==> config.mk <==
export PLATFORM = sky130hd
export DESIGN_NAME = rptw_ram
export DESIGN_NICKNAME = d
export VERILOG_FILES = /design/src/hw/rtl/rptw_ram.sv
export SDC_FILE = /design/constraint.sdc
export NUM_CORES = 2
export LEC_CHECK = 0
export CAP_MARGIN = 20
export CORE_MARGIN = 4
export CORE_UTILIZATION = 40
export DETAILED_ROUTE_END_ITERATION = 16
export DONT_BUFFER_PORTS = 1
export MAX_ROUTING_LAYER = met4
export PLACE_DENSITY = 0.57
export SETUP_SLACK_MARGIN = 0.05
export SYNTH_ARGS = -nofsm -noshare
export SYNTH_HDL_FRONTEND = slang
export SYNTH_SLANG_ARGS = --single-unit
export TNS_END_PERCENT = 50
==> constraint.sdc <==
create_clock -name i_clk -period 8.3 [get_ports i_clk]
set_input_delay 0.83 -clock i_clk [delete_from_list [all_inputs] [get_ports i_clk]]
set_output_delay 0.83 -clock i_clk [all_outputs]
set_load 0.01 [all_outputs]
==> src/hw/rtl/rptw_ram.sv <==
`timescale 1ns / 1ps
// ----------------------------------------------------------------------------
// rptw_ram
// simple dual port ram, one write and one registered read port
// ----------------------------------------------------------------------------
module rptw_ram #(
    parameter int WIDTH = 64,
    parameter int DEPTH = 64
) (
    input  logic                     i_clk,
    input  logic                     i_we,
    input  logic [$clog2(DEPTH)-1:0] i_waddr,
    input  logic [WIDTH-1:0]         i_wdata,
    input  logic [$clog2(DEPTH)-1:0] i_raddr,
    output logic [WIDTH-1:0]         o_rdata
);

    logic [WIDTH-1:0] r_mem [DEPTH];
    logic [WIDTH-1:0] r_rdata;

    always_ff @(posedge i_clk) begin
        if (i_we) begin
            r_mem[i_waddr] <= i_wdata;
        end
        r_rdata <= r_mem[i_raddr];
    end

    assign o_rdata = r_rdata;

endmodule

==> flow_summary.toml <==
[pwr]
max-vdd-ir-drop_v = 0.000183
leakage_nw = 55.5
p_per_area_nw_per_um2 = 248

[timing]
period_share = 0.438
min_period_ns = 3.64
rsz0062_at_grt = "false"
hold_viol_final = 0
worst_pin_slew_ns = 1.84
setup_tns_ns = 0
fmax_mhz = 275
clock_skew_ns = 0.0550
final_max_slew_viol_count = 304
setup_viol = 0
slew_headroom = -0.229

[min_path]
holdCritPathClass = "input pin to register"

[clock_tree]
worstSkewPairLatency_ns = 0.96
post_cts_resized = 0
cts-hold-fix-buffers = 71
post_cts_buffers = 0
htreeDepth = 5
cts_tree = "yes"
cts_buffers = 420
clock_path_buffers = 4
cts.clk_slew.worst_paths_ns = 0.06
cts.sinks = 4160
cts_root_buf = "clkbuf_16"

[setup_path]
crit_fanout = 162
timing_worst_setup_path_type = "input pin to register"
path_buf_inv = 2
end_kind = "register"
cp.arrival_ns = 4.46
path_delay_family = "buffers and inverters"
crit_required_ns = 9.12
worst_setup_path_start_kind = "input pin"
critPathSlowestCell = "nand2b_1"
cpPeakStageDelay_ns = 0.88
crit_chain = "buf_16 > buf_16 > nand2b_1 > o22ai_1 > o22ai_1 > and3_1"

[synthesis]
yosysTopAreaCellShare = 0.787
syn_nets = 6676
syn_area_per_cell_sq_um = 23.7
synth-edff-count = 4096
syn_inst = 6598
synth_commonest_cells = "4096 x edfxtp_1, 1024 x mux4_2, 170 x buf_2"
synth_area_sq_um = 156000
yosys.area.top_type = "edfxtp_1"
synth_most_common_cell = "edfxtp_1"
yosysWarnings = 0
ys_seq_elements = 4160
synthFlopType = "edfxtp_1"
yosysSeqAreaShare = 0.795
synth_area_leaders = "edfxtp_1 79%, mux4_2 15%, mux2i_1 0.86%, dfxtp_1 0.82%, a22oi_1 0.81%"
synthArstFlopShare = 0
synth_cell_types = 33

[placement]
dpl.cell_count = 11600
port_buffers = 0
dp_hpwl_mm = 230
gp_congestion = 0.767

[finish]
fin_cells = 12500
multi_input_area_sq_um = 30800
final-seq-area_sq_um = 124000
nets = 7005
fillers = 31900
areaGrowthSynthToFinish_pct = 14.8
final_layout_size_suffix_gt1_frac = 0.280

[die]
chipWidth_microns = 633
dieArea_sq_um = 401000
io_pins = 142
die_h_microns = 633
rows = 229
start_util = 0.402
core_sq_um = 389000

[drt]
finalWirelength_mm = 452
drc = 0
routedWlPerCell_microns = 36.2
route.antenna.remaining_nets = 0
viasPerCell = 6.03
vias = 75400
drt_iter0_drc = 10100
first_pass_iters = 6

[global_route]
grt_pass1_vias = 75500
grt_max_degree = 875
track_usage = 0.229
grt_overflow = 0
grt_pass1_wl_mm = 623
antenna_found_initial = 15

[outcome]
outcome = "finished, violations left"
violations = "max-slew violations"

[flow_run]
drv_cap = 0
-- flip-flops by register name, summed over array words and instances (netlist names) --
register / cells
r_mem: 4096
o_rdata: 64
-- cell usage in the layout (no fill, tap or decap), types with 6 or more instances in the layout --
master      count
edfxtp_1     4096
mux4_2       1024
clkbuf_16     427
a22oi_1       168
buf_4         168
mux2i_1       135
clkinv_2       95
a22o_1         88
o22ai_1        83
clkbuf_1       77
clkinv_1       74
nor2_4         65
and3_1         64
dfxtp_1        64
a211oi_1       62
nand2_1        54
buf_12         53
buf_16         52
bufinv_16      48
nor2_1         47
nand3_1        45
o221ai_1       38
or3_1          29
or2_2          28
a41oi_1        26
nor2b_1        24
clkbuf_8       21
inv_1          19
a2bb2oi_1      19
a31oi_1        18
clkinvlp_4     18
diode_2        10
nand2b_1        9
inv_6           9
clkinv_16       6
-- per-layer routing --
metal  wire (microns)  GRT usage  vias to the layer above
li1                 -          -                    29200
met1           187000      0.321                    41900
met2           219000      0.356                     3598
met3            34900     0.0336                      614
met4            11900     0.0592                        0
met5                0          -                        -
-- final cells by class --
| type | instances | area share |
|---|---|---|
| antenna | 10 | 0.000139 |
| clock buffer | 525 | 0.0627 |
| clock inverter | 265 | 0.0156 |
| inverter | 19 | 0.000397 |
| multi-input combinational | 2049 | 0.171 |
| sequential | 4160 | 0.692 |
| tap | 5197 | 0.0362 |
| timing repair buffer | 277 | 0.0211 |
-- power by group --
part           internal [mW]  switching [mW]  total (mW)  leakage (nW)
Combinational          0.771            1.11        1.88          11.2
Clock                   11.2            8.10        19.3          6.88
Sequential              23.3           0.176        23.4          37.4
-- through the flow --
| stage | util | setup slack, ns | total power [mW] | instance area (sq um) | hold slack [ns] |
|---|---|---|---|---|---|
| floorplan | - | 2.03 | 24.9 | 156000 | 0.788 |
| global placement | 0.420 | 4.03 | 25.3 | 163000 | 0.814 |
| detailed placement | 0.421 | 4.02 | 25.3 | 164000 | 0.829 |
| CTS | 0.461 | 5.08 | 44.8 | 179000 | 0.132 |
| global route | 0.461 | 4.68 | 45.9 | 180000 | 0.164 |
| finish | 0.461 | 4.66 | 44.6 | 180000 | 0.203 |
-- kinds of logic (layout without fill, tap and decap cells) --
kind of cell	Yosys count	after routing	share of synthesized area
other	0	10	0
AOI/OAI and AO/OA	504	504	0.0248
DFF	4160	4160	0.795
buffers and inverters	389	1086	0.0118
and+or+nand+nor	386	386	0.0124
muxes	1159	1159	0.156
-- worst reg2reg max path, cell delays in order, from the launching register on --
cell and delay (ns):
edfxtp_1 0.39, mux4_2 0.47, nor2b_1 0.16, a211oi_1 0.39
o22ai_1 0.27, and3_1 0.22
-- worst paths after layout --
path	from	end	slack, ns	cells past startpoint
hold / removal	i_wdata[32]	r_mem[4][32]	0.20	1
hold reg to reg	r_mem[52][16]	o_rdata[16]	0.82	4
setup / recovery	i_raddr[1]	o_rdata[63]	4.66	6
setup reg to reg	r_mem[13][42]	o_rdata[42]	6.32	5
Note: power is estimated with default switching activity, not from simulation.
