## src/hw/rtl/rptw_pkg.sv

```systemverilog
`timescale 1ns / 1ps
// ----------------------------------------------------------------------------
// rptw_pkg
// shared types and constants of the ping rtt window tracker
// ----------------------------------------------------------------------------
package rptw_pkg;

    localparam logic [1:0] OP_PING = 2'd0;
    localparam logic [1:0] OP_PONG = 2'd1;
    localparam logic [1:0] OP_BW   = 2'd2;

    localparam logic [1:0] KIND_PING = 2'd0;
    localparam logic [1:0] KIND_RTT  = 2'd1;
    localparam logic [1:0] KIND_RPT  = 2'd2;

    localparam logic CFG_WINDOW   = 1'b0;
    localparam logic CFG_INTERVAL = 1'b1;

    localparam int          TIME_W      = 48;
    localparam int          SEQ_W       = 16;
    localparam int          RTT_W       = 32;
    localparam int          MS_W        = 23;
    localparam int          WIN_W       = 24;
    localparam int          INTV_W      = 26;
    localparam int          DIVISOR_W   = 32;
    localparam logic [23:0] WIN_RESET   = 24'd500000;
    localparam logic [25:0] INTV_RESET  = 26'd1000000;

    // divide by 1000 as multiply by ceil(2^38 / 1000), exact for 32-bit inputs
    localparam int          MS_RECIP_W  = 29;
    localparam int          MS_SHIFT    = 38;
    localparam logic [28:0] MS_RECIP    = 29'd274877907;

    // divider status toward the sequencer
    typedef struct packed {
        logic busy;
        logic done;
    } t_div_stat;

endpackage

```

## src/hw/rtl/rptw_div.sv

```systemverilog
`timescale 1ns / 1ps
// ----------------------------------------------------------------------------
// rptw_div
// restoring divider, one quotient bit per cycle
// ----------------------------------------------------------------------------
module rptw_div #(
    parameter int NUM_W = 39
) (
    input  logic                                 i_clk,
    input  logic                                 i_rst_n,
    input  logic                                 i_start,
    input  logic [NUM_W-1:0]                     i_dividend,
    input  logic [rptw_pkg::DIVISOR_W-1:0]       i_divisor,
    output logic [NUM_W-1:0]                     o_quotient,
    output rptw_pkg::t_div_stat                  o_stat
);
    import rptw_pkg::*;

    localparam int CNT_W = $clog2(NUM_W + 1);

    logic [DIVISOR_W-1:0] r_dvs;
    logic [DIVISOR_W:0]   r_rem;
    logic [NUM_W-1:0]     r_quo;
    logic [CNT_W-1:0]     r_cnt;
    logic                 r_busy;
    logic                 r_done;
    logic [DIVISOR_W:0]   trial;
    logic                 fits;

    assign trial = {r_rem[DIVISOR_W-1:0], r_quo[NUM_W-1]};
    assign fits  = trial >= {1'b0, r_dvs};

    always_ff @(posedge i_clk) begin
        if (!i_rst_n) begin
            r_busy <= 1'b0;
            r_done <= 1'b0;
            r_cnt  <= '0;
        end else begin
            r_done <= 1'b0;
            if (i_start) begin
                r_busy <= 1'b1;
                r_cnt  <= '0;
                r_rem  <= '0;
                r_quo  <= i_dividend;
                r_dvs  <= i_divisor;
            end else if (r_busy) begin
                r_rem <= fits ? trial - {1'b0, r_dvs} : trial;
                r_quo <= {r_quo[NUM_W-2:0], fits};
                r_cnt <= r_cnt + 1'b1;
                if (r_cnt == CNT_W'(NUM_W - 1)) begin
                    r_busy <= 1'b0;
                    r_done <= 1'b1;
                end
            end
        end
    end

    assign o_quotient  = r_quo;
    assign o_stat.busy = r_busy;
    assign o_stat.done = r_done;

endmodule

```

## config.mk

```make
export PLATFORM = sky130hd
export DESIGN_NAME = rptw_div
export DESIGN_NICKNAME = d
export VERILOG_FILES = /design/src/hw/rtl/rptw_pkg.sv /design/src/hw/rtl/rptw_div.sv
export SDC_FILE = /design/constraint.sdc
export NUM_CORES = 1
export LEC_CHECK = 0
export BUFFER_PORTS_ARGS = -buffer_cell sky130_fd_sc_hd__clkbuf_2
export CORE_MARGIN = 5
export CORE_UTILIZATION = 61
export CTS_BUF_LIST = sky130_fd_sc_hd__clkbuf_16
export DETAILED_ROUTE_END_ITERATION = 10
export HOLD_SLACK_MARGIN = 0.03
export PLACE_DENSITY = 0.9
export RECOVER_POWER = 50
export SLEW_MARGIN = 5
export SYNTH_ARGS = -nofsm -noshare
export SYNTH_HDL_FRONTEND = slang
export SYNTH_SLANG_ARGS = --single-unit
```

## constraint.sdc

```tcl
create_clock -name i_clk -period 9.45 [get_ports i_clk]
set_clock_uncertainty 0.05 [all_clocks]
set_input_delay 1.89 -clock i_clk [delete_from_list [all_inputs] [get_ports i_clk]]
set_output_delay 1.89 -clock i_clk [all_outputs]
set_load 0.1 [all_outputs]
```

==> metrics.txt <==
# TYPE chip_impl_metric gauge
chip_impl_metric{name="crit_path_max_fo",unit=""} 69
chip_impl_metric{name="place_worst_setup_slack",unit="ps"} 5180
chip_impl_metric{name="buffer_ports.inserted",unit=""} 114
chip_impl_metric{name="tritoncts.num_buffers",unit=""} 9
chip_impl_metric{name="floorplan.core_area",unit="sq mm"} 0.0103
chip_impl_metric{name="area.growth.synth_to_final",unit="%"} 13.0
chip_impl_metric{name="vias_per_cell",unit=""} 6.07
chip_impl_info{name="cts_root_buf",value="clkbuf_16"} 1
chip_impl_metric{name="hold_viol",unit=""} 0
chip_impl_metric{name="max_capacitance_violation_count",unit=""} 1
chip_impl_metric{name="clock_power_share",unit="%"} 25.1
chip_impl_info{name="cpMaxStageDelayCell",value="clkbuf_1"} 1
chip_impl_metric{name="cts.repair_timing.setup_buffer_count",unit=""} 0
chip_impl_metric{name="slew_headroom",unit="%"} -131
chip_impl_metric{name="ys_seq_elements",unit=""} 111
chip_impl_info{name="tritoncts",value="done"} 1
chip_impl_metric{name="syn-num-nets",unit=""} 680
chip_impl_metric{name="final.setup.tns",unit="ps"} 0
chip_impl_info{name="commonest_cells_after_routing_fill_and_taps_aside",value="103 x edfxtp_1, 73 x clkbuf_2, 49 x nor2_1"} 1
chip_impl_metric{name="syn-mean-instance-area",unit="sq um"} 11.4
chip_impl_metric{name="final_net_count",unit=""} 784
chip_impl_metric{name="drive_gt1_share",unit="%"} 22.1
chip_impl_metric{name="share_of_total_power_in_sequential_cells",unit="%"} 42.0
chip_impl_metric{name="routed-via-count",unit=""} 4953
chip_impl_metric{name="cts-root-to-sink-buffers",unit=""} 2
chip_impl_metric{name="synthCells",unit=""} 571
chip_impl_metric{name="synth_seq_area_share",unit="%"} 50.2
chip_impl_metric{name="drt_pass1_iterations",unit=""} 5
chip_impl_metric{name="worstPathBufferInverterCount",unit=""} 3
chip_impl_metric{name="power_leakage",unit="uW"} 0.00293
chip_impl_metric{name="placementRows",unit=""} 37
chip_impl_metric{name="synth.lib_cells_used.distinct",unit=""} 65
chip_impl_info{name="setup.worst_path.end_class",value="flop"} 1
chip_impl_metric{name="finalMaxSlewViolations",unit=""} 70
chip_impl_metric{name="finalSetupViolCount",unit=""} 0
chip_impl_metric{name="internal_power",unit="uW"} 937
chip_impl_metric{name="critPathRequiredTime",unit="ps"} 9480
chip_impl_metric{name="die_height",unit="microns"} 113
chip_impl_info{name="cp_top_family",value="buffers and inverters"} 1
chip_impl_info{name="grt_setup_unrepaired",value="no"} 1
chip_impl_metric{name="dr.first_iter.drc_count",unit=""} 300
chip_impl_info{name="rr_startpoint",value="r_rem[23]"} 1
chip_impl_info{name="setup.worst_path.start",value="i_start"} 1
chip_impl_metric{name="worst_ep_arrival_time",unit="ps"} 6250
chip_impl_metric{name="rrSetupSlack",unit="ps"} 5960
chip_impl_metric{name="dieArea",unit="sq mm"} 0.0128
chip_impl_metric{name="cts-hold-fix-buffers",unit=""} 0
chip_impl_metric{name="crit_path_max_incr_delay",unit="ps"} 2440
chip_impl_metric{name="antenna_violations_before_repair",unit=""} 0
chip_impl_metric{name="reg2regPathDepth",unit=""} 10
chip_impl_info{name="worstSetupPathType",value="input pin to flop"} 1
chip_impl_metric{name="ctsHtreeMaxLevel",unit=""} 3
chip_impl_info{name="layout.cells.most_common",value="edfxtp_1"} 1
chip_impl_info{name="ys_top_cells_by_area",value="edfxtp_1 48%, mux2_2 6.6%, ha_1 6.6%, nor2_1 2.8%, a21oi_1 2.8%"} 1
chip_impl_metric{name="power.share.combinational",unit="%"} 32.9
chip_impl_metric{name="initial_cell_density_of_the_core",unit="%"} 62.8
chip_impl_metric{name="layout_min_cycle_time",unit="ps"} 6220
chip_impl_info{name="setup.worst_path.start_class",value="input pin"} 1
chip_impl_info{name="worst_hold_path_type",value="flop to flop"} 1
chip_impl_metric{name="placed_cells",unit=""} 800
chip_impl_metric{name="place_hpwl",unit="microns"} 11000
chip_impl_info{name="ys.flop_type",value="edfxtp_1"} 1
chip_impl_metric{name="grt-ovfl-total",unit=""} 0
chip_impl_metric{name="total_global_route_track_usage",unit="%"} 24.2
chip_impl_metric{name="layout.cells.non_filler",unit=""} 816
chip_impl_metric{name="antenna_violating_nets_post_route",unit=""} 0
chip_impl_metric{name="number_of_inserted_diodes",unit=""} 0
chip_impl_info{name="yosys.area.top_type",value="edfxtp_1"} 1
chip_impl_metric{name="number_of_placed_i_o_pins",unit=""} 115
chip_impl_metric{name="max_freq",unit="GHz"} 0.161
chip_impl_info{name="r2r-end",value="r_rem[5]"} 1
chip_impl_metric{name="synth_edf_count",unit=""} 103
chip_impl_info{name="crit_path_cell_trace",value="clkbuf_2 > clkbuf_1 > inv_1 > nand2_1 > o32ai_1"} 1
chip_impl_metric{name="clk-insertion-delay-late",unit="ps"} 360
chip_impl_metric{name="syn-cell-area",unit="sq mm"} 0.00648
chip_impl_metric{name="grt_pass1_wl",unit="microns"} 24800
chip_impl_info{name="worst_setup_path_endpoint",value="r_rem[16]"} 1
chip_impl_metric{name="die_width",unit="microns"} 113
chip_impl_metric{name="switching_share",unit="%"} 35.9
chip_impl_metric{name="synth_async_sr_flop_share",unit="%"} 0
chip_impl_metric{name="clock_pin_slew_reported_for_the_worst_setup_and_hold_paths_after_clock_tree_synthesis",unit="ps"} 80
chip_impl_metric{name="post-route-period-util",unit="%"} 65.8
chip_impl_metric{name="tritoncts_num_sinks",unit=""} 111
chip_impl_metric{name="p_total",unit="uW"} 1460
chip_impl_metric{name="finish.utilization",unit="%"} 71.0
chip_impl_metric{name="synthDominantCellAreaShare",unit="%"} 47.7
chip_impl_info{name="failed_checks",value="capacitance limit, slew limit"} 1
chip_impl_metric{name="worst_slack",unit="ps"} 3230
chip_impl_metric{name="power_density",unit="mW/mm^2"} 200
chip_impl_metric{name="yosys_warnings",unit=""} 0
chip_impl_metric{name="first_global_vias",unit=""} 5097
chip_impl_metric{name="tightestPinTransition",unit="ps"} 3470
chip_impl_info{name="status",value="finished with violations"} 1
chip_impl_metric{name="drt_wl_total",unit="microns"} 15100
chip_impl_metric{name="place.gp.congestion",unit=""} 0.984
chip_impl_metric{name="wl_per_cell",unit="microns"} 18.5
chip_impl_metric{name="ctsResizeCount",unit=""} 0
chip_impl_metric{name="switching_power_of_the_nets",unit="uW"} 525
chip_impl_metric{name="largest_net_degree_at_the_start_of_global_routing",unit=""} 70
chip_impl_metric{name="drcViolationCount",unit=""} 0
chip_impl_metric{name="worst_ir_drop_vdd",unit="V"} 0.000145
chip_impl_metric{name="cp_num_cells",unit=""} 5
## metrics by stage
| stage | cell area [sq um] | hold WS [ps] |
|---|---|---|
| floorplan | 6480 | 408 |
| finish | 7330 | 476 |
| global route | 7330 | 490 |
| global placement | 7110 | 419 |
| detailed placement | 7110 | 468 |
| CTS | 7390 | 479 |
## cell usage after synthesis, types with 5 or more instances
cell type  instances
edfxtp_1         103
nor2_1            49
inv_1             44
mux2_2            38
a21oi_1           36
ha_1              34
nand2_1           32
o21ai_0           18
mux2i_1           15
xnor2_1           15
a21o_1            11
o211ai_1          11
nand4_1           10
xor2_1            10
nand3_1            9
nor3_1             9
dfxtp_1            8
nand2b_1           8
clkbuf_1           7
buf_2              6
o21a_1             6
o21bai_1           6
or3_1              6
a211oi_2           5
buf_6              5
## worst reg2reg max path: stages (launching register included)
cell,delay [ps]
edfxtp_1,440
ha_1,440
and2_4,210
nand3_1,90
or3_1,380
nand3_1,120
nand2_2,140
nor2_4,440
buf_4,450
mux2i_1,270
nor2_1,80
## flip-flops by register name, indices dropped and copies added, names as in the netlist
name	cells
r_done	1
r_cnt	6
r_dvs	32
o_quotient	39
r_busy	1
r_rem	32
## cell type report
cell class	count	area, sq um
Sequential cell	111	3250
Fill cell	739	2990
Multi-Input combinational cell	391	2910
Timing Repair Buffer	118	546
Clock buffer	9	225
Tap cell	136	170
Inverter	44	165
Clock inverter	7	58.8
## power by group through the flow
stage | Clock [uW] | Sequential (uW) | Combinational [uW]
global placement | 0 | 621 | 455
floorplan | 0 | 693 | 311
detailed placement | 0 | 623 | 472
global route | 390 | 618 | 520
CTS | 370 | 613 | 477
finish | 368 | 614 | 481
## worst min-delay path by stage
stage,from,to,cells after the start
after floorplan,r_cnt[5],r_cnt[5],2
after global placement,r_cnt[5],r_cnt[5],2
after detailed placement,r_cnt[5],r_cnt[5],2
after CTS,r_cnt[5],r_cnt[5],2
after global routing,r_cnt[5],r_cnt[5],2
final,r_cnt[5],r_cnt[5],2
## layer usage
metal / track usage (%) / vias to the layer above / share of wire (%) / wire length [microns]
met5: 0 / - / 0 / 0
met4: 7.77 / 0 / 2.2 / 337
met3: 6.42 / 40 / 7.6 / 1150
met2: 42.3 / 218 / 52 / 7800
met1: 29.0 / 2366 / 38 / 5820
li1: - / 2329 / - / -
## cell families (layout without fill, tap and decap cells)
| logic type | count (synthesis) | count (layout) | share of synthesized area (%) |
|---|---|---|---|
| buffers and inverters | 69 | 178 | 4.84 |
| DFF | 111 | 111 | 50.2 |
| AOI/OAI and AO/OA | 132 | 132 | 14.6 |
| and+or+nand+nor | 145 | 145 | 11.0 |
| muxes | 54 | 54 | 9.15 |
| xor gates and xnor gates | 25 | 25 | 3.38 |
| adders and majority gates | 35 | 35 | 6.87 |
(Power assumes the default switching activity.)
